<file path="src/design/double_ended_queue_assert.svh">
// ---------------------------------------------------------------------------
// Double-ended queue assertion macros
// Concurrent assertion shorthands, compiled out for synthesis.
// ---------------------------------------------------------------------------
`ifndef DOUBLE_ENDED_QUEUE_ASSERT_SVH
`define DOUBLE_ENDED_QUEUE_ASSERT_SVH

`ifndef SYNTHESIS

// same-cycle implication
`define DEQ_ASSERT_IMP(lbl, clk, rst_n, ante, cons) \
  lbl: assert property (@(posedge clk) disable iff (!rst_n) (ante) |-> (cons)) \
    else $error("deque assertion failed");

// next-cycle implication
`define DEQ_ASSERT_NXT(lbl, clk, rst_n, ante, cons) \
  lbl: assert property (@(posedge clk) disable iff (!rst_n) (ante) |=> (cons)) \
    else $error("deque assertion failed");

`else

`define DEQ_ASSERT_IMP(lbl, clk, rst_n, ante, cons)
`define DEQ_ASSERT_NXT(lbl, clk, rst_n, ante, cons)

`endif

`endif

</file>
<file path="src/design/deq_pkg.sv">
// ---------------------------------------------------------------------------
// Deque package
// Shared types, command and status codes for the double-ended queue.
// ---------------------------------------------------------------------------
package deq_pkg;

  localparam int DEQ_DEPTH = 16;

  localparam logic [2:0] CMD_PUSH_FRONT = 3'd0;
  localparam logic [2:0] CMD_PUSH_BACK  = 3'd1;
  localparam logic [2:0] CMD_POP_FRONT  = 3'd2;
  localparam logic [2:0] CMD_POP_BACK   = 3'd3;
  localparam logic [2:0] CMD_PEEK_FRONT = 3'd4;
  localparam logic [2:0] CMD_PEEK_BACK  = 3'd5;

  localparam logic [1:0] STAT_OK    = 2'd0;
  localparam logic [1:0] STAT_EMPTY = 2'd1;
  localparam logic [1:0] STAT_FULL  = 2'd2;

  typedef struct packed {
    logic        [2:0]  command;
    logic signed [31:0] push_value;
  } deq_in_t;

  typedef struct packed {
    logic signed [31:0] result_value;
    logic        [1:0]  status;
  } deq_out_t;

  // memory strobes from control to ring store
  typedef struct packed {
    logic rd;
    logic wr;
  } deq_mem_ctl_t;

  typedef enum logic [1:0] {
    ST_IDLE,
    ST_EXEC,
    ST_RESP
  } deq_state_t;

endpackage

</file>
<file path="src/design/deq_ram.sv">
// ---------------------------------------------------------------------------
// Deque ring store
// Single-port synchronous memory, registered read data.
// ---------------------------------------------------------------------------
module deq_ram #(
  parameter int DEPTH = deq_pkg::DEQ_DEPTH
) (
  input  logic                        clk,
  input  deq_pkg::deq_mem_ctl_t       mem_ctl,
  input  logic [$clog2(DEPTH)-1:0]    addr,
  input  logic [31:0]                 wdata,
  output logic [31:0]                 rdata
);
  import deq_pkg::*;

  logic [31:0] mem [DEPTH];

  always_ff @(posedge clk) begin
    if (mem_ctl.wr) begin
      mem[addr] <= wdata;
    end
  end

  always_ff @(posedge clk) begin
    if (mem_ctl.rd) begin
      rdata <= mem[addr];
    end
  end

endmodule

</file>
<file path="src/design/deq_ctrl.sv">
// ---------------------------------------------------------------------------
// Deque control
// Sequencer, end indices and fill count; drives the ring store.
// ---------------------------------------------------------------------------
module deq_ctrl #(
  parameter int DEPTH = deq_pkg::DEQ_DEPTH
) (
  input  logic                        clk,
  input  logic                        rst_n,
  input  logic                        start,
  output logic                        busy,
  input  deq_pkg::deq_in_t            in_item,
  output logic                        out_strobe,
  output deq_pkg::deq_out_t           out_item,
  output deq_pkg::deq_mem_ctl_t       mem_ctl,
  output logic [$clog2(DEPTH)-1:0]    mem_addr,
  output logic [31:0]                 mem_wdata,
  input  logic [31:0]                 mem_rdata
);
  import deq_pkg::*;

  localparam int IDX_W = $clog2(DEPTH);
  localparam int CNT_W = $clog2(DEPTH + 1);
  localparam logic [IDX_W-1:0] IDX_LAST = IDX_W'(DEPTH - 1);
  localparam logic [CNT_W-1:0] CNT_FULL = CNT_W'(DEPTH);

  deq_state_t state_r, state_nxt;

  logic [IDX_W-1:0] front_r, front_nxt;
  logic [IDX_W-1:0] back_r, back_nxt;
  logic [CNT_W-1:0] count_r, count_nxt;
  logic [1:0]       status_r, status_nxt;
  logic             use_rd_r, use_rd_nxt;
  deq_in_t          item_r;

  logic             accept;
  logic             exec;
  logic [IDX_W-1:0] front_inc, front_dec, back_inc, back_dec;
  logic             is_full, is_empty;

  // FSM next state
  always_comb begin
    state_nxt = state_r;
    case (state_r)
      ST_IDLE: if (start) state_nxt = ST_EXEC;
      ST_EXEC: state_nxt = ST_RESP;
      ST_RESP: state_nxt = start ? ST_EXEC : ST_IDLE;
      default: state_nxt = ST_IDLE;
    endcase
  end

  // FSM outputs
  always_comb begin
    busy       = 1'b0;
    exec       = 1'b0;
    out_strobe = 1'b0;
    case (state_r)
      ST_IDLE: ;
      ST_EXEC: begin
        busy = 1'b1;
        exec = 1'b1;
      end
      ST_RESP: out_strobe = 1'b1;
      default: ;
    endcase
  end

  assign accept = start && !busy;

  assign front_inc = (front_r == IDX_LAST) ? '0 : front_r + 1'b1;
  assign front_dec = (front_r == '0) ? IDX_LAST : front_r - 1'b1;
  assign back_inc  = (back_r == IDX_LAST) ? '0 : back_r + 1'b1;
  assign back_dec  = (back_r == '0) ? IDX_LAST : back_r - 1'b1;
  assign is_full   = (count_r == CNT_FULL);
  assign is_empty  = (count_r == '0);

  // command decode: at most one memory access, at most one index move
  always_comb begin
    front_nxt  = front_r;
    back_nxt   = back_r;
    count_nxt  = count_r;
    status_nxt = STAT_OK;
    use_rd_nxt = 1'b0;
    mem_ctl    = '0;
    mem_addr   = front_r;
    mem_wdata  = item_r.push_value;
    if (exec) begin
      case (item_r.command)
        CMD_PUSH_FRONT: begin
          if (is_full) begin
            status_nxt = STAT_FULL;
          end else begin
            mem_ctl.wr = 1'b1;
            mem_addr   = front_dec;
            front_nxt  = front_dec;
            count_nxt  = count_r + 1'b1;
          end
        end
        CMD_PUSH_BACK: begin
          if (is_full) begin
            status_nxt = STAT_FULL;
          end else begin
            mem_ctl.wr = 1'b1;
            mem_addr   = back_r;
            back_nxt   = back_inc;
            count_nxt  = count_r + 1'b1;
          end
        end
        CMD_POP_FRONT: begin
          if (is_empty) begin
            status_nxt = STAT_EMPTY;
          end else begin
            mem_ctl.rd = 1'b1;
            use_rd_nxt = 1'b1;
            mem_addr   = front_r;
            front_nxt  = front_inc;
            count_nxt  = count_r - 1'b1;
          end
        end
        CMD_POP_BACK: begin
          if (is_empty) begin
            status_nxt = STAT_EMPTY;
          end else begin
            mem_ctl.rd = 1'b1;
            use_rd_nxt = 1'b1;
            mem_addr   = back_dec;
            back_nxt   = back_dec;
            count_nxt  = count_r - 1'b1;
          end
        end
        CMD_PEEK_FRONT: begin
          if (is_empty) begin
            status_nxt = STAT_EMPTY;
          end else begin
            mem_ctl.rd = 1'b1;
            use_rd_nxt = 1'b1;
            mem_addr   = front_r;
          end
        end
        CMD_PEEK_BACK: begin
          if (is_empty) begin
            status_nxt = STAT_EMPTY;
          end else begin
            mem_ctl.rd = 1'b1;
            use_rd_nxt = 1'b1;
            mem_addr   = back_dec;
          end
        end
        default: ;
      endcase
    end
  end

  always_ff @(posedge clk) begin
    if (!rst_n) begin
      state_r  <= ST_IDLE;
      front_r  <= '0;
      back_r   <= '0;
      count_r  <= '0;
      status_r <= STAT_OK;
      use_rd_r <= 1'b0;
    end else begin
      state_r <= state_nxt;
      front_r <= front_nxt;
      back_r  <= back_nxt;
      count_r <= count_nxt;
      if (exec) begin
        status_r <= status_nxt;
        use_rd_r <= use_rd_nxt;
      end
    end
  end

  always_ff @(posedge clk) begin
    if (accept) begin
      item_r <= in_item;
    end
  end

  assign out_item.result_value = use_rd_r ? mem_rdata : '0;
  assign out_item.status       = status_r;

endmodule

</file>
<file path="src/design/double_ended_queue.sv">
// ---------------------------------------------------------------------------
// Double-ended queue
// Ring-buffer deque of signed 32-bit values with push, pop and peek at
// both ends; one result transaction per command.
// ---------------------------------------------------------------------------
//
//  channel   | ports                      | handshake
//  ----------+----------------------------+-------------------------------
//  command   | start, busy, in_item       | taken when start && !busy
//  result    | out_strobe, out_item       | one-cycle strobe, no backpressure
//
//  Sequence: a command accepted at edge N is executed in the following
//  cycle (index update plus one ring store access) and its result is
//  strobed in the cycle after that. The next command may be accepted while
//  that result is shown, but not while one executes; the single-port ring
//  store has registered read data.
//  Reset: synchronous, active low; indices and count clear at once, the
//  store itself is not cleared (entries are read only after being written).
//  Stalls: busy is high only during the execute cycle; the receiver cannot
//  stall, every result is taken in its strobe cycle.
//
`include "double_ended_queue_assert.svh"

module double_ended_queue #(
  parameter int DEPTH = deq_pkg::DEQ_DEPTH
) (
  input  logic                clk,
  input  logic                rst_n,
  input  logic                start,
  output logic                busy,
  input  deq_pkg::deq_in_t    in_item,
  output logic                out_strobe,
  output deq_pkg::deq_out_t   out_item
);
  import deq_pkg::*;

  localparam int IDX_W = $clog2(DEPTH);

  deq_mem_ctl_t     mem_ctl;
  logic [IDX_W-1:0] mem_addr;
  logic [31:0]      mem_wdata;
  logic [31:0]      mem_rdata;

  // sequencer, indices and fill count
  deq_ctrl #(
    .DEPTH(DEPTH)
  ) u_ctrl (
    .clk       (clk),
    .rst_n     (rst_n),
    .start     (start),
    .busy      (busy),
    .in_item   (in_item),
    .out_strobe(out_strobe),
    .out_item  (out_item),
    .mem_ctl   (mem_ctl),
    .mem_addr  (mem_addr),
    .mem_wdata (mem_wdata),
    .mem_rdata (mem_rdata)
  );

  // ring store: at most one access per command; read data lands for the strobe
  deq_ram #(
    .DEPTH(DEPTH)
  ) u_ram (
    .clk    (clk),
    .mem_ctl(mem_ctl),
    .addr   (mem_addr),
    .wdata  (mem_wdata),
    .rdata  (mem_rdata)
  );

  // accepted command is executed next cycle
  `DEQ_ASSERT_NXT(a_accept_exec, clk, rst_n, start && !busy, busy)
  // execute cycle is always followed by its result strobe
  `DEQ_ASSERT_NXT(a_exec_strobe, clk, rst_n, busy, out_strobe && !busy)
  // error results carry a zero value
  `DEQ_ASSERT_IMP(a_err_zero, clk, rst_n, out_strobe && (out_item.status != STAT_OK),
                  out_item.result_value == '0)
  // single port: never read and write together, and only while executing
  `DEQ_ASSERT_IMP(a_mem_port, clk, rst_n, mem_ctl.rd || mem_ctl.wr,
                  busy && !(mem_ctl.rd && mem_ctl.wr))

endmodule

</file>
<file path="config.mk">
export PLATFORM = sky130hd
export DESIGN_NAME = double_ended_queue
export DESIGN_NICKNAME = d
export VERILOG_FILES = /design/src/design/deq_pkg.sv /design/src/design/deq_ram.sv /design/src/design/deq_ctrl.sv /design/src/design/double_ended_queue.sv
export VERILOG_INCLUDE_DIRS = /design/src /design/src/design
export SDC_FILE = /design/constraint.sdc
export NUM_CORES = 1
export LEC_CHECK = 0
export BUFFER_PORTS_ARGS = -buffer_cell sky130_fd_sc_hd__buf_2
export CAP_MARGIN = 20
export CORE_MARGIN = 2
export CORE_UTILIZATION = 45
export DETAILED_ROUTE_END_ITERATION = 8
export SYNTH_ARGS = -nofsm -noshare
export SYNTH_HDL_FRONTEND = slang
export SYNTH_HIERARCHICAL = 1
export SYNTH_SLANG_ARGS = --single-unit
</file>
<file path="constraint.sdc">
create_clock -name clk -period 4.7 [get_ports clk]
set_clock_uncertainty 0.05 [all_clocks]
set_input_delay 0.705 -clock clk [delete_from_list [all_inputs] [get_ports clk]]
set_output_delay 0.705 -clock clk [all_outputs]
set_load 0.005 [all_outputs]
</file>
**Word level (Yosys, flattened, before mapping)**

Memory sizes are Yosys's and may differ from the RTL's. A register that Yosys moved wholly into a read port is not among the register bits.
Index checks and enable logic that the tools add are counted.
Widths: inputs -> output; s select.

- Bits in registers: 53
- RAM bits: 512
- Output and inout bits: 36
- Memories kept: 1

Memories:

| memory | words | width | read ports | clocked after memory_dff | wr ports | RTL line | source |
|---|---|---|---|---|---|---|---|
| u_ram.mem | 16 | 32 | 1 | 1 | 1 | deq_ram.sv:16 | `logic [31:0] mem [DEPTH];` |

- Add/sub/neg operators: 6
- Equality and inequality tests: 16
- Mux-type cells: 33
- Reduce and logical (&&, ||, !) cells: 17

Operators by type and width:

| kind | count |
|---|---|
| $mux 4 | 11 |
| $mux 32 | 1 |
| $pmux 4 s2 | 2 |
| $ne 2x2->1 const B | 6 |
| $pmux 4 s3 | 1 |
| $mux 1 | 10 |
| $mux 5 | 2 |
| $pmux 5 s2 | 1 |
| $add 4x1->4 const B | 2 |
| $eq 4x4->1 const B | 2 |
| $logic_not 4->1 | 2 |
| $reduce_and 4->1 | 2 |
| $sub 4x1->4 const B | 2 |
| $eq 3x2->1 const B | 2 |
| $eq 3x3->1 const B | 2 |
| $mux 2 | 3 |
| $pmux 2 s3 | 1 |
| $reduce_bool 2->1 | 3 |
| $reduce_or 2->1 | 3 |
| $add 5x1->5 const B | 1 |
| $eq 5x5->1 const B | 1 |
| $logic_not 5->1 | 1 |
| $sub 5x1->5 const B | 1 |
| $pmux 2 s2 | 1 |
| other kinds (9) | 9 |

**Longest topological paths before layout**

Gate-level depths: netlist (run 1).

- Depth in word-level cells: 6
- Depth in mapped cells: 14
- Mapped depth without buffers: 10

**By module**

The synthesis (run 1) kept the hierarchy.

By module, submodules not included:

| module | instances | cells an instance | area an instance (um^2) | seq. area each (um^2) |
|---|---|---|---|---|
| deq_ram | 1 | 840 | 20,183.1 | 16,335.7 |
| deq_ctrl | 1 | 302 | 3,049.2 | 1,411.4 |

**Least setup slack after synthesis (run 1)**

Ideal clock, no wire load.

- Path kind: reg2reg
- Start: register u_ctrl.count_r[0]
- End: memory u_ram.mem[0][0] (enable)
- Setup time: 461 ps
- Arrival: 4,443 ps
- Data required time: 4,189 ps
- Setup slack: -254 ps
- Stages on the path, launching flop included: 8
- Buffers on the path: 0
- Period minus slack after synthesis: 4,954 ps
- Path through: dfxtp_1 -> nor4_2 -> a2111oi_1 -> a2111oi_1 -> o31a_1 -> o21ai_1 -> or3b_2 -> nor3_1

- Elaborated cells on any way between the ends: 12
- Classes of those cells: eq/ne (1); mux (10); reduce/logical (1)

RTL lines:

| what | RTL line | source |
|---|---|---|
| start: declaration | deq_ctrl.sv:31 | `logic [CNT_W-1:0] count_r, count_nxt;` |
| start signal: assignment | deq_ctrl.sv:166 | `count_r <= count_nxt;` |
| $eq 5x5->1 or $logic_not 5->1 (tied branches) | deq_ctrl.sv:74, deq_ctrl.sv:75 |  |
| $mux 4, on equally long branches | n/a |  |
| $pmux 4 s3 * | deq_ctrl.sv:88 | `case (item_r.command)` |
| $mux 4 * | deq_ctrl.sv:87 | `if (exec) begin` |
| net mem_addr[3] | double_ended_queue.sv:40 | `logic [IDX_W-1:0] mem_addr;` |
| end: declaration | deq_ram.sv:16 |  |

The timed path passes the listed nets; every way through them passes the cells marked *.

**Worst setup path in the final report (run 1)**

- Start: register u_ctrl.count_r[0]
- End: register u_ram.rdata[10] (read register of u_ram.mem), data pin

- Longest elaborated chain between the ends: 4
- Elaborated cells on any way between the ends: 10
- Classes of those cells: eq/ne (1); mux (8); reduce/logical (1)

RTL lines:

| what | RTL line | source |
|---|---|---|
| $eq 5x5->1 or $logic_not 5->1 (tied branches) | deq_ctrl.sv:74, deq_ctrl.sv:75 |  |
| $mux 4, on equally long branches | n/a |  |
| $pmux 4 s3 * | deq_ctrl.sv:88 |  |
| $mux 4 * | deq_ctrl.sv:87 |  |
| net mem_addr[0] | double_ended_queue.sv:40 |  |
| end: declaration | deq_ram.sv:12 | `output logic [31:0] rdata` |

Marked as above.
A chain may end at the register's enable or synchronous reset.

==> results.md, run 1 <==
* Post-route setup TNS at 0 ps
* Power consumption at 11010 uW
* Final critical path time including I/O delays and setup at 3904 ps
* Final Wtd Congestion at 0.8846
* Library cells used by synthesis at 68
* Most repeated cell in the gate-level netlist after synthesis: sky130_fd_sc_hd__edfxtp_1
* Wire length of the first global-routing pass at 73690 um
* Clock insertion delay at the later pin of the skew report at 620 ps
* Drt wl/cell at 24.85 um
* Vertical die dimension at 231.2 um
* Synth Flop Type: sky130_fd_sc_hd__edfxtp_1
* Period utilisation layout at 0.8307
* Clk buf depth at 3
* Path type of the worst min-delay path: in2reg
* Final WL at 48690 um
* Worst flop-to-flop path startpoint: u_ctrl/count_r[0]$_SDFFE_PN0P_
* Peak Freq at 256.1 MHz
* Most numerous cell types in the synthesized netlist: 579 x sky130_fd_sc_hd__edfxtp_1, 128 x sky130_fd_sc_hd__mux4_2, 65 x sky130_fd_sc_hd__a22oi_1, 45 x sky130_fd_sc_hd__nand2_1, 39 x sky130_fd_sc_hd__clkbuf_1
* Worst hold slack at 206.0 ps
* Final max-slew violation count at 0
* Largest driver fanout on the critical path at 37
* Worst EP required at 5000 ps
* Cell at the root of the clock tree: sky130_fd_sc_hd__clkbuf_16
* Die width at 231.2 um
* Number of synthesized flops with an enable pin at 579
* Ant. Diodes at 0
* Cts bufs inserted at 61
* Setup-failing EPs final at 0
* Setup crit start kind: flop
* Cell Rows at 83
* Top cells by area, synth: sky130_fd_sc_hd__edfxtp_1 75%, sky130_fd_sc_hd__mux4_2 12%, sky130_fd_sc_hd__a22oi_1 2.1%
* Count of input and output buffers at 73
* Cell count after synthesis at 1142
* Post-CTS setup repair buffer count at 0
* Maximum number of pins on one net before global-route repair at 61
* Number of antenna violations at the first check in global routing at 1
* Final hold violation count at 0
* Fraction of synthesis flops using an asynchronous set or reset pin at 0
* Via count at 11.06k
* Global-route usage over all layers at 0.1873
* Post-CTS Resized at 0
* RSZ-0062 raised after global routing: no
* Layout cell share with drive strength beyond 1 at 0.2862
* Share of the synthesized area in the top cell type at 0.7484
* DR iter-0 viols at 957
* Crit-path max cell delay at 750 ps
* Post-synthesis register bit count at 597
* Post-CTS Hold Buffers at 0
* Number of placed I/O pins at 74
* Std-Cell Core Area at 0.05120 mm^2
* CP endpoint kind: flop
* Die Area at 0.05346 mm^2
* Proportion of synthesized chip area in sequential cells at 0.7639
* MaxCap Viol Count at 0
* Remaining DRCs at 0
* Total nets after synthesis at 1188
* Transition time of the tightest slew-check pin at 945.0 ps
* Leakage power summed over all cells at 0.008382 uW
* Area of the mapped netlist at 0.02323 mm^2
* Vias in the first global route at 11.48k
* Warning count from the yosys run at 6
* Crit Path Category: reg2reg
* Clock transition time at the flip-flop clock pins of the worst setup and hold paths at 60 ps
* Crit path launch: u_ctrl/count_r[0]$_SDFFE_PN0P_
* Post-detailed-placement half-perimeter wirelength at 27840 um
* Critical path data arrival time at 4200 ps
* CTS tree: done
* Peak supply drop at 0.0003043 V
* Relative area change from synthesis to final layout at 14.42%
* Most area-hungry cell type in the Yosys netlist: sky130_fd_sc_hd__edfxtp_1
* Syn Area/Cell at 20.34 um^2
* Hold path startpoint: in_item[9]
* Number of sinks handled by clock tree synthesis at 597
* GR Overflow Total at 0
* Starting Density at 0.4538
* Via-per-instance ratio at 5.646
* Post-route antenna net violation count at 0
* Deepest level of the CTS H-tree at 2
* Result of the run: completed
* Slew headroom at 0.3672
* Pwr Density at 414.4 mW/mm^2
* Number of nets in the layout at 1275
* Drt pass-1 iters at 5
* Slowest cell on the critical path: sky130_fd_sc_hd__o2bb2ai_4
* CP Cell Sequence: or4_4 > o21ai_1 > maj3_1 > nor2_1 > o2bb2ai_4 > buf_12 > mux4_2 > a22oi_1 > nand2_1
## worst max-delay path: cells and delay by family, from the launching register on
kind	cells	cell delay, ps
compound gates	3	1250
mux	1	560
fa+ha+maj	1	200
flops	1	340
buf+inv	1	380
simple gates	3	810
## per-layer routing
layer / vias up / global-route usage / wire (um)
met5: - / 0 / 0
met4: 0 / 0.04274 / 838
met3: 70 / 0.03285 / 2492
met2: 314 / 0.3132 / 24140
met1: 5825 / 0.2592 / 21210
li1: 4852 / - / -
## metrics by stage
| stage | instances | util | worst slack, ps | cell area, um^2 |
|---|---|---|---|---|
| floorplan | 1142 | - | 483.0 | 23250 |
| global placement | 1846 | 0.4809 | 823.8 | 24620 |
| detailed placement | 1846 | 0.4809 | 789.0 | 24620 |
| CTS | 1959 | 0.5192 | 772.5 | 26580 |
| global route | 1959 | 0.5192 | 639.6 | 26580 |
| finish | 1959 | 0.5192 | 795.7 | 26580 |
## state kept, by name (all words and copies together), names as in the netlist
register,cells
u_ram/mem,512
u_ctrl/mem_wdata,32
u_ram/rdata,32
u_ctrl/count_r,5
u_ctrl/back_r,4
u_ctrl/front_r,4
u_ctrl/item_r,3
u_ctrl/state_r,2
u_ctrl/status_r,2
u_ctrl/use_rd_r,1
## power breakdown
group / total (uW) / leakage [uW] / switching (uW) / internal, uW
logic: 337 / 0.00204 / 189 / 148
clock network: 4710 / 0.000965 / 1930 / 2780
registers: 5970 / 0.00537 / 81.3 / 5890
total: 11000 / 0.00838 / 2200 / 8810
## area by class of cell
cell class | instances | area [um^2]
Clock buffer | 83 | 1649
Multi-Input combinational cell | 436 | 5082
Tap cell | 680 | 850.8
Clock inverter | 30 | 314.1
Fill cell | 4054 | 24610
Inverter | 17 | 63.81
Timing Repair Buffer | 116 | 875.8
Sequential cell | 597 | 17750
## layout by cell type, fill, tap and decap left out, types with 5 or more instances in the layout
cell,n
sky130_fd_sc_hd__edfxtp_1,579
sky130_fd_sc_hd__mux4_2,128
sky130_fd_sc_hd__buf_2,73
sky130_fd_sc_hd__a22oi_1,65
sky130_fd_sc_hd__clkbuf_16,61
sky130_fd_sc_hd__nand2_1,45
sky130_fd_sc_hd__and2_1,34
sky130_fd_sc_hd__buf_4,28
sky130_fd_sc_hd__nor2_1,22
sky130_fd_sc_hd__clkbuf_1,18
sky130_fd_sc_hd__dfxtp_1,18
sky130_fd_sc_hd__inv_1,15
sky130_fd_sc_hd__buf_12,15
sky130_fd_sc_hd__a21oi_1,13
sky130_fd_sc_hd__nor2_4,13
sky130_fd_sc_hd__clkinv_2,10
sky130_fd_sc_hd__clkinv_1,10
sky130_fd_sc_hd__o21ai_0,7
sky130_fd_sc_hd__ha_1,7
sky130_fd_sc_hd__bufinv_16,6
sky130_fd_sc_hd__nand3_1,6
sky130_fd_sc_hd__nand2b_1,5
sky130_fd_sc_hd__o31ai_1,5
sky130_fd_sc_hd__xnor2_1,5
## cell families after synthesis
logic type	count (synthesis)	synth area share
flops	597	0.7639
mux	131	0.1254
buf+inv	109	0.02590
fa+ha+maj	11	0.005924
simple gates	158	0.03452
compound gates	129	0.04174
xor+xnor	7	0.002639
## worst paths after layout
check | cells after the start | slack, ps | to
min | 1 | 210 | u_ctrl/mem_wdata[9]$_DFFE_PP_
max | 9 | 800 | u_ram/rdata[10]$_DFFE_PP_
min reg2reg | 1 | 400 | u_ctrl/state_r[0]$_SDFFE_PN0P_
max reg2reg | 9 | 800 | u_ram/rdata[10]$_DFFE_PP_
Power figures use the tool's default switching activity.
==> run 2, diff against run 1 <==
==> constraint.sdc (replaced) <==
create_clock -name clk -period 4.1 [get_ports clk]
set_clock_uncertainty 0.05 [all_clocks]
set_input_delay 0.615 -clock clk [delete_from_list [all_inputs] [get_ports clk]]
set_output_delay 0.615 -clock clk [all_outputs]
set_load 0.005 [all_outputs]
==> results.md, run 2 (synthesis gave the netlist of run 1 again) <==
* Drt wl/cell at 25.67 um (+3.3%)
* Peak Freq at 256.4 MHz (+0.11%)
* CTS tree: done
* Via count at 11.18k (+1.1%)
* Clk buf depth at 3 (unchanged)
* Clock transition time at the flip-flop clock pins of the worst setup and hold paths at 60 ps (about the same)
* Wire length of the first global-routing pass at 75920 um (+3.0%)
* Post-placement cell count at 1873 (+1.5%)
* Count of input and output buffers at 73 (unchanged)
* Post-CTS Hold Buffers at 0 (unchanged)
* Critical path data arrival time at 4140 ps (-60 ps)
* Number of flip-flops under the largest register name at 512 (unchanged)
* Die Area at 0.05346 mm^2 (unchanged)
* Setup-failing EPs final at 0 (unchanged)
* Die width at 231.2 um (unchanged)
* Result of the run: completed
* Vertical die dimension at 231.2 um (unchanged)
* Period utilisation layout at 0.9512 (+0.1205)
* GR Overflow Total at 0 (unchanged)
* Final hold violation count at 0 (unchanged)
* Power consumption at 12350 uW (+12%)
* Post-route setup TNS at 0 ps (unchanged)
* Post-detailed-placement cell area at 0.02492 mm^2 (+1.2%)
* Transition time of the tightest slew-check pin at 1104 ps (+158.7 ps)
* Number of placed I/O pins at 74 (unchanged)
* Final max-slew violation count at 0 (unchanged)
* MaxCap Viol Count at 0 (unchanged)
* Ant. Diodes at 0 (unchanged)
* Final critical path time including I/O delays and setup at 3900 ps (-4.176 ps)
* Global-route usage over all layers at 0.1946 (+0.007292)
* Maximum number of pins on one net before global-route repair at 43 (-30%)
* Number of nets in the layout at 1301 (+2.0%)
* Post-CTS Resized at 0 (unchanged)
* Cell area after layout at 0.02674 mm^2 (+0.58%)
* RSZ-0062 raised after global routing: no
* Setup crit start kind: flop
* Commonest non-fill, non-tap cell in the layout: sky130_fd_sc_hd__edfxtp_1
* Relative area change from synthesis to final layout at 15.09%
* Clock insertion delay at the later pin of the skew report at 630 ps (about the same)
* Cell at the root of the clock tree: sky130_fd_sc_hd__clkbuf_16
* Path type of the worst min-delay path: in2reg
* DR iter-0 viols at 949 (-0.84%)
* Post-route antenna net violation count at 0 (unchanged)
* Starting Density at 0.4538 (unchanged)
* Number of antenna violations at the first check in global routing at 0 (-1)
* Remaining DRCs at 0 (unchanged)
* Final WL at 50850 um (+4.4%)
* Peak supply drop at 0.0003490 V (+15%)
* Number of sinks handled by clock tree synthesis at 597 (unchanged)
* Cell Count, Final, Fillers Out at 1981 (+1.1%)
* Drt pass-1 iters at 5 (unchanged)
* Largest driver fanout on the critical path at 14 (-62%)
* Post-CTS setup repair buffer count at 0 (unchanged)
* Crit Path Category: reg2reg
* Post-detailed-placement half-perimeter wirelength at 29430 um (+5.7%)
* Leakage power summed over all cells at 0.008459 uW (+0.91%)
* Cts bufs inserted at 60 (-1.6%)
* Slew headroom at 0.2610 (-0.1063)
* Cell Rows at 83 (unchanged)
* Largest register by flop count: u_ram/mem
* Commonest non-fill, non-tap cells in the layout: 579 x sky130_fd_sc_hd__edfxtp_1, 128 x sky130_fd_sc_hd__mux4_2, 73 x sky130_fd_sc_hd__buf_2, 65 x sky130_fd_sc_hd__a22oi_1, 60 x sky130_fd_sc_hd__clkbuf_16
* Std-Cell Core Area at 0.05120 mm^2 (unchanged)
* Final Wtd Congestion at 0.8162 (-7.7%)
* Layout cell share with drive strength beyond 1 at 0.2982 (+0.01207)
* Vias in the first global route at 11.50k (+0.12%)
* Via-per-instance ratio at 5.646 (about the same)
* Worst EP required at 4340 ps (-660 ps)
* CP endpoint kind: flop
* Deepest level of the CTS H-tree at 2 (unchanged)
* Pwr Density at 461.9 mW/mm^2 (+11%)
* Worst hold slack at 111.9 ps (-94.09 ps)
-- run 2: cell count changes in the layout (fill, tap and decap cells not counted), moves of 2 or more --
cell                         change
sky130_fd_sc_hd__bufinv_16       -3
sky130_fd_sc_hd__clkinv_1        +6
sky130_fd_sc_hd__buf_4          +19
sky130_fd_sc_hd__buf_12          +8
sky130_fd_sc_hd__clkinvlp_4      +3
sky130_fd_sc_hd__clkbuf_8        -4
sky130_fd_sc_hd__clkinv_4        +2
sky130_fd_sc_hd__clkbuf_1        -6
-- run 2: per-layer routing --
metal | wire (um) | up-vias | global-route usage
met5 | 0 | - | 0
met4 | 1292 | 0 | 0.06190
met3 | 2363 | 72 | 0.02879
met2 | 24130 | 292 | 0.3049
met1 | 23060 | 5935 | 0.2841
li1 | - | 4885 | -
-- run 2: metrics by stage --
stage               utilization  setup WS [ps]
finish                   0.5223          199.9
global route             0.5223          4.987
CTS                      0.5223          187.2
detailed placement       0.4868          252.2
global placement         0.4868          257.7
floorplan                     -         -117.0
-- run 2: area by class of cell --
cell class / count / area [um^2]
inverter: 17 / 63.81
clock buffer: 72 / 1546
tap: 680 / 850.8
clock inverter: 36 / 269.0
timing repair buffer: 143 / 1179
multi-input combinational: 436 / 5082
fill: 4060 / 24460
sequential: 597 / 17750
-- run 2: critical path: stages, from the launching register on --
cell and delay (ps):
sky130_fd_sc_hd__dfxtp_1 390, sky130_fd_sc_hd__inv_2 180, sky130_fd_sc_hd__ha_1 220, sky130_fd_sc_hd__o21ba_2 170
sky130_fd_sc_hd__a2111oi_1 470, sky130_fd_sc_hd__a2111oi_1 120, sky130_fd_sc_hd__o31a_1 300, sky130_fd_sc_hd__o21ai_1 760
sky130_fd_sc_hd__nand3b_1 150, sky130_fd_sc_hd__buf_4 220, sky130_fd_sc_hd__nor3_4 190, sky130_fd_sc_hd__buf_4 330
-- run 2: worst paths after layout --
path | start | endpoint | slack (ps) | cells after the start
hold reg to reg | u_ctrl/state_r[0]$_SDFFE_PN0P_ | u_ctrl/state_r[0]$_SDFFE_PN0P_ | 410 | 1
setup / recovery | u_ctrl/front_r[0]$_SDFFE_PN0P_ | u_ram/mem[8][21]$_DFFE_PP_ | 200 | 11
setup reg to reg | u_ctrl/front_r[0]$_SDFFE_PN0P_ | u_ram/mem[8][21]$_DFFE_PP_ | 200 | 11
hold / removal | in_item[19] | u_ctrl/mem_wdata[19]$_DFFE_PP_ | 110 | 1
-- run 2: power breakdown --
group | switching [uW] | internal [uW]
combinational | 229 | 178
sequential | 90.2 | 6750
clock | 2240 | 2860
==> run 3, diff against run 2 <==
--- a/config.mk
+++ b/config.mk
@@ -9,8 +9,10 @@
 export BUFFER_PORTS_ARGS = -buffer_cell sky130_fd_sc_hd__buf_2
 export CAP_MARGIN = 20
 export CORE_MARGIN = 2
-export CORE_UTILIZATION = 45
+export CORE_UTILIZATION = 59
 export DETAILED_ROUTE_END_ITERATION = 8
+export PLACE_DENSITY = 0.76
+export SKIP_CTS_REPAIR_TIMING = 1
 export SYNTH_ARGS = -nofsm -noshare
 export SYNTH_HDL_FRONTEND = slang
 export SYNTH_HIERARCHICAL = 1
==> results.md, run 3 (synthesis gave the netlist of run 1 again) <==
* Number of nets in the layout at 1285 (-1.2%)
* Relative area change from synthesis to final layout at 12.92%
* Final hold violation count at 0 (unchanged)
* Largest driver fanout on the critical path at 14 (unchanged)
* Transition time of the tightest slew-check pin at 736.6 ps (-367.1 ps)
* CP endpoint kind: flop
* Via count at 11.46k (+2.5%)
* Number of flip-flops under the largest register name at 512 (unchanged)
* Slowest cell on the critical path: sky130_fd_sc_hd__nor2_4
* Crit-path max cell delay at 650 ps (-110 ps)
* Commonest non-fill, non-tap cell in the layout: sky130_fd_sc_hd__edfxtp_1
* Worst flop-to-flop path startpoint: u_ctrl/back_r[0]$_SDFFE_PN0P_
* Ant. Diodes at 0 (unchanged)
* Global-route usage over all layers at 0.2490 (+0.05439)
* Die Area at 0.04098 mm^2 (-23%)
* Cell at the root of the clock tree: sky130_fd_sc_hd__clkbuf_16
* Cell area after layout at 0.02623 mm^2 (-1.9%)
* Clk buf depth at 3 (unchanged)
* GR Overflow Total at 0 (unchanged)
* Deepest level of the CTS H-tree at 2 (unchanged)
* Slack of the critical path at 453.2 ps (+253.3 ps)
* Number of instances on the worst hold path at 1 (unchanged)
* Result of the run: completed
* Portion of total power attributed to sequential cells at 0.560 (+0.006)
* Number of sinks handled by clock tree synthesis at 597 (unchanged)
* Slew headroom at 0.5089 (+0.2480)
* Final Wtd Congestion at 0.8552 (+4.8%)
* Post-placement cell count at 1698 (-9.3%)
* Std-Cell Core Area at 0.03874 mm^2 (-24%)
* Final max-slew violation count at 0 (unchanged)
* Number of antenna violations at the first check in global routing at 0 (unchanged)
* Vias in the first global route at 11.81k (+2.7%)
* Cell family with most CP delay: simple AND/OR/NAND/NOR gates
* Maximum number of pins on one net before global-route repair at 95 (+120%)
* Post-detailed-placement cell area at 0.02448 mm^2 (-1.8%)
* Internal power at 9729 uW (-0.60%)
* Critical path data arrival time at 3900 ps (-240 ps)
* Path type of the worst min-delay path: in2reg
* Comb power frac at 0.033 (about the same)
* Post-detailed-placement half-perimeter wirelength at 27450 um (-6.8%)
* Final WL at 49260 um (-3.1%)
* Leakage power summed over all cells at 0.008327 uW (-1.6%)
* Count of input and output buffers at 73 (unchanged)
* Layout cell share with drive strength beyond 1 at 0.2906 (-0.007607)
* Drt wl/cell at 27.40 um (+6.7%)
* Remaining DRCs at 0 (unchanged)
* Cell Rows at 72 (-13%)
* Setup crit start kind: flop
* MaxCap Viol Count at 0 (unchanged)
* Pwr Density at 465.5 mW/mm^2 (+0.77%)
* Net switching power at 2483 uW (-3.1%)
* Crit Path Category: reg2reg
* Hold path startpoint: in_item[26]
* Vertical die dimension at 202.4 um (-12%)
* Cts bufs inserted at 57 (-5.0%)
* DR iter-0 viols at 1384 (+46%)
* Switching Fraction at 0.2033 (-0.004166)
* Setup-failing EPs final at 0 (unchanged)
* Final critical path time including I/O delays and setup at 3647 ps (-253.3 ps)
* Period utilisation layout at 0.8895 (-0.06177)
* Peak supply drop at 0.0004396 V (+26%)
* Worst Hold End: u_ctrl/mem_wdata[26]$_DFFE_PP_
* Post-route antenna net violation count at 0 (unchanged)
* Reg2Reg Setup Slack at 450 ps (+250 ps)
* RSZ-0062 raised after global routing: no
* Worst EP required at 4360 ps (+20 ps)
* Largest register by flop count: u_ram/mem
* CP Cell Sequence: inv_1 > ha_1 > o21ba_1 > o31ai_1 > a221oi_1 > o31a_1 > o21ai_1 > nand3b_1 > nor2_4 > buf_4
* Peak Freq at 274.2 MHz (+6.9%)
* Number of placed I/O pins at 74 (unchanged)
* Drt pass-1 iters at 5 (unchanged)
* Post-placement worst setup slack at 470.7 ps (+218.5 ps)
* Commonest non-fill, non-tap cells in the layout: 579 x sky130_fd_sc_hd__edfxtp_1, 128 x sky130_fd_sc_hd__mux4_2, 73 x sky130_fd_sc_hd__buf_2, 65 x sky130_fd_sc_hd__a22oi_1, 57 x sky130_fd_sc_hd__clkbuf_16
* Die width at 202.4 um (-12%)
* Wire length of the first global-routing pass at 74600 um (-1.7%)
* Starting Density at 0.5997 (+0.1460)
* Clock transition time at the flip-flop clock pins of the worst setup and hold paths at 60 ps (about the same)
* Clock insertion delay at the later pin of the skew report at 620 ps (about the same)
* Buffers plus inverters on the worst setup path at 2 (-1)
* Via-per-instance ratio at 6.374 (+13%)
* Cell Count, Final, Fillers Out at 1798 (-9.2%)
* Crit Reg-Reg Endpoint: u_ram/mem[6][27]$_DFFE_PP_
* Power share of the clock group at 0.408 (-0.005)
* Worst R2R Path Depth at 10 (-1)
* CTS tree: done
-- run 3: cell count changes in the layout (fill, tap and decap cells not counted) --
cell | previous run | this run
sky130_fd_sc_hd__clkinvlp_4 | 3 | 4
sky130_fd_sc_hd__buf_4 | 47 | 45
sky130_fd_sc_hd__inv_8 | 0 | 1
sky130_fd_sc_hd__clkinv_4 | 2 | 1
sky130_fd_sc_hd__clkbuf_16 | 60 | 57
sky130_fd_sc_hd__clkinv_8 | 1 | 0
sky130_fd_sc_hd__clkinv_1 | 16 | 14
sky130_fd_sc_hd__clkbuf_1 | 12 | 9
sky130_fd_sc_hd__clkinv_2 | 9 | 7
sky130_fd_sc_hd__bufinv_16 | 3 | 4
sky130_fd_sc_hd__clkbuf_8 | 0 | 1
sky130_fd_sc_hd__buf_12 | 23 | 12
-- run 3: final cells by class --
| cell class | instances | area (um^2) |
|---|---|---|
| clock buffer | 67 | 1474 |
| inverter | 17 | 63.81 |
| fill | 2418 | 12500 |
| sequential | 597 | 17750 |
| clock inverter | 33 | 275.3 |
| timing repair buffer | 130 | 943.4 |
| tap | 518 | 648.1 |
| multi-input combinational | 436 | 5082 |
-- run 3: worst max-delay path by stage --
stage | start | end | slack, ps | cells past startpoint
after global placement | u_ctrl/front_r[0]$_SDFFE_PN0P_ | u_ram/mem[6][27]$_DFFE_PP_ | 540 | 10
final | u_ctrl/back_r[0]$_SDFFE_PN0P_ | u_ram/mem[6][27]$_DFFE_PP_ | 450 | 10
after detailed placement | u_ctrl/front_r[0]$_SDFFE_PN0P_ | u_ram/mem[6][27]$_DFFE_PP_ | 470 | 10
after floorplan | u_ctrl/count_r[0]$_SDFFE_PN0P_ | u_ram/mem[15][0]$_DFFE_PP_ | -120 | 11
after global routing | u_ctrl/front_r[0]$_SDFFE_PN0P_ | u_ram/mem[6][28]$_DFFE_PP_ | 210 | 10
after CTS | u_ctrl/front_r[0]$_SDFFE_PN0P_ | u_ram/mem[6][25]$_DFFE_PP_ | 450 | 10
-- run 3: power groups by stage --
stage               combinational, uW  sequential, uW  clock (uW)
floorplan                         333            6880           0
global placement                  391            6960           0
detailed placement                399            6960           0
CTS                               403            6830        5050
global route                      433            6840        5280
finish                            401            6830        4980
-- run 3: metrics by stage --
step	util	hold slack (ps)	power (uW)	TNS, ps
after global placement	0.6321	396.5	7347	0
after floorplan	-	371.9	7215	-29400
after global routing	0.6772	103.9	12560	0
after detailed placement	0.6321	404.7	7361	0
final	0.6772	119.6	12210	0
after CTS	0.6772	93.92	12290	0
-- run 3: metal layers --
metal  global-route usage  vias to the layer above  routed length, um
met5                    0                        -                  0
li1                     -                     4865                  -
met4              0.09020                        0               1335
met2               0.4028                      532              24400
met3              0.04224                       91               3831
met1               0.3485                     5972              19700
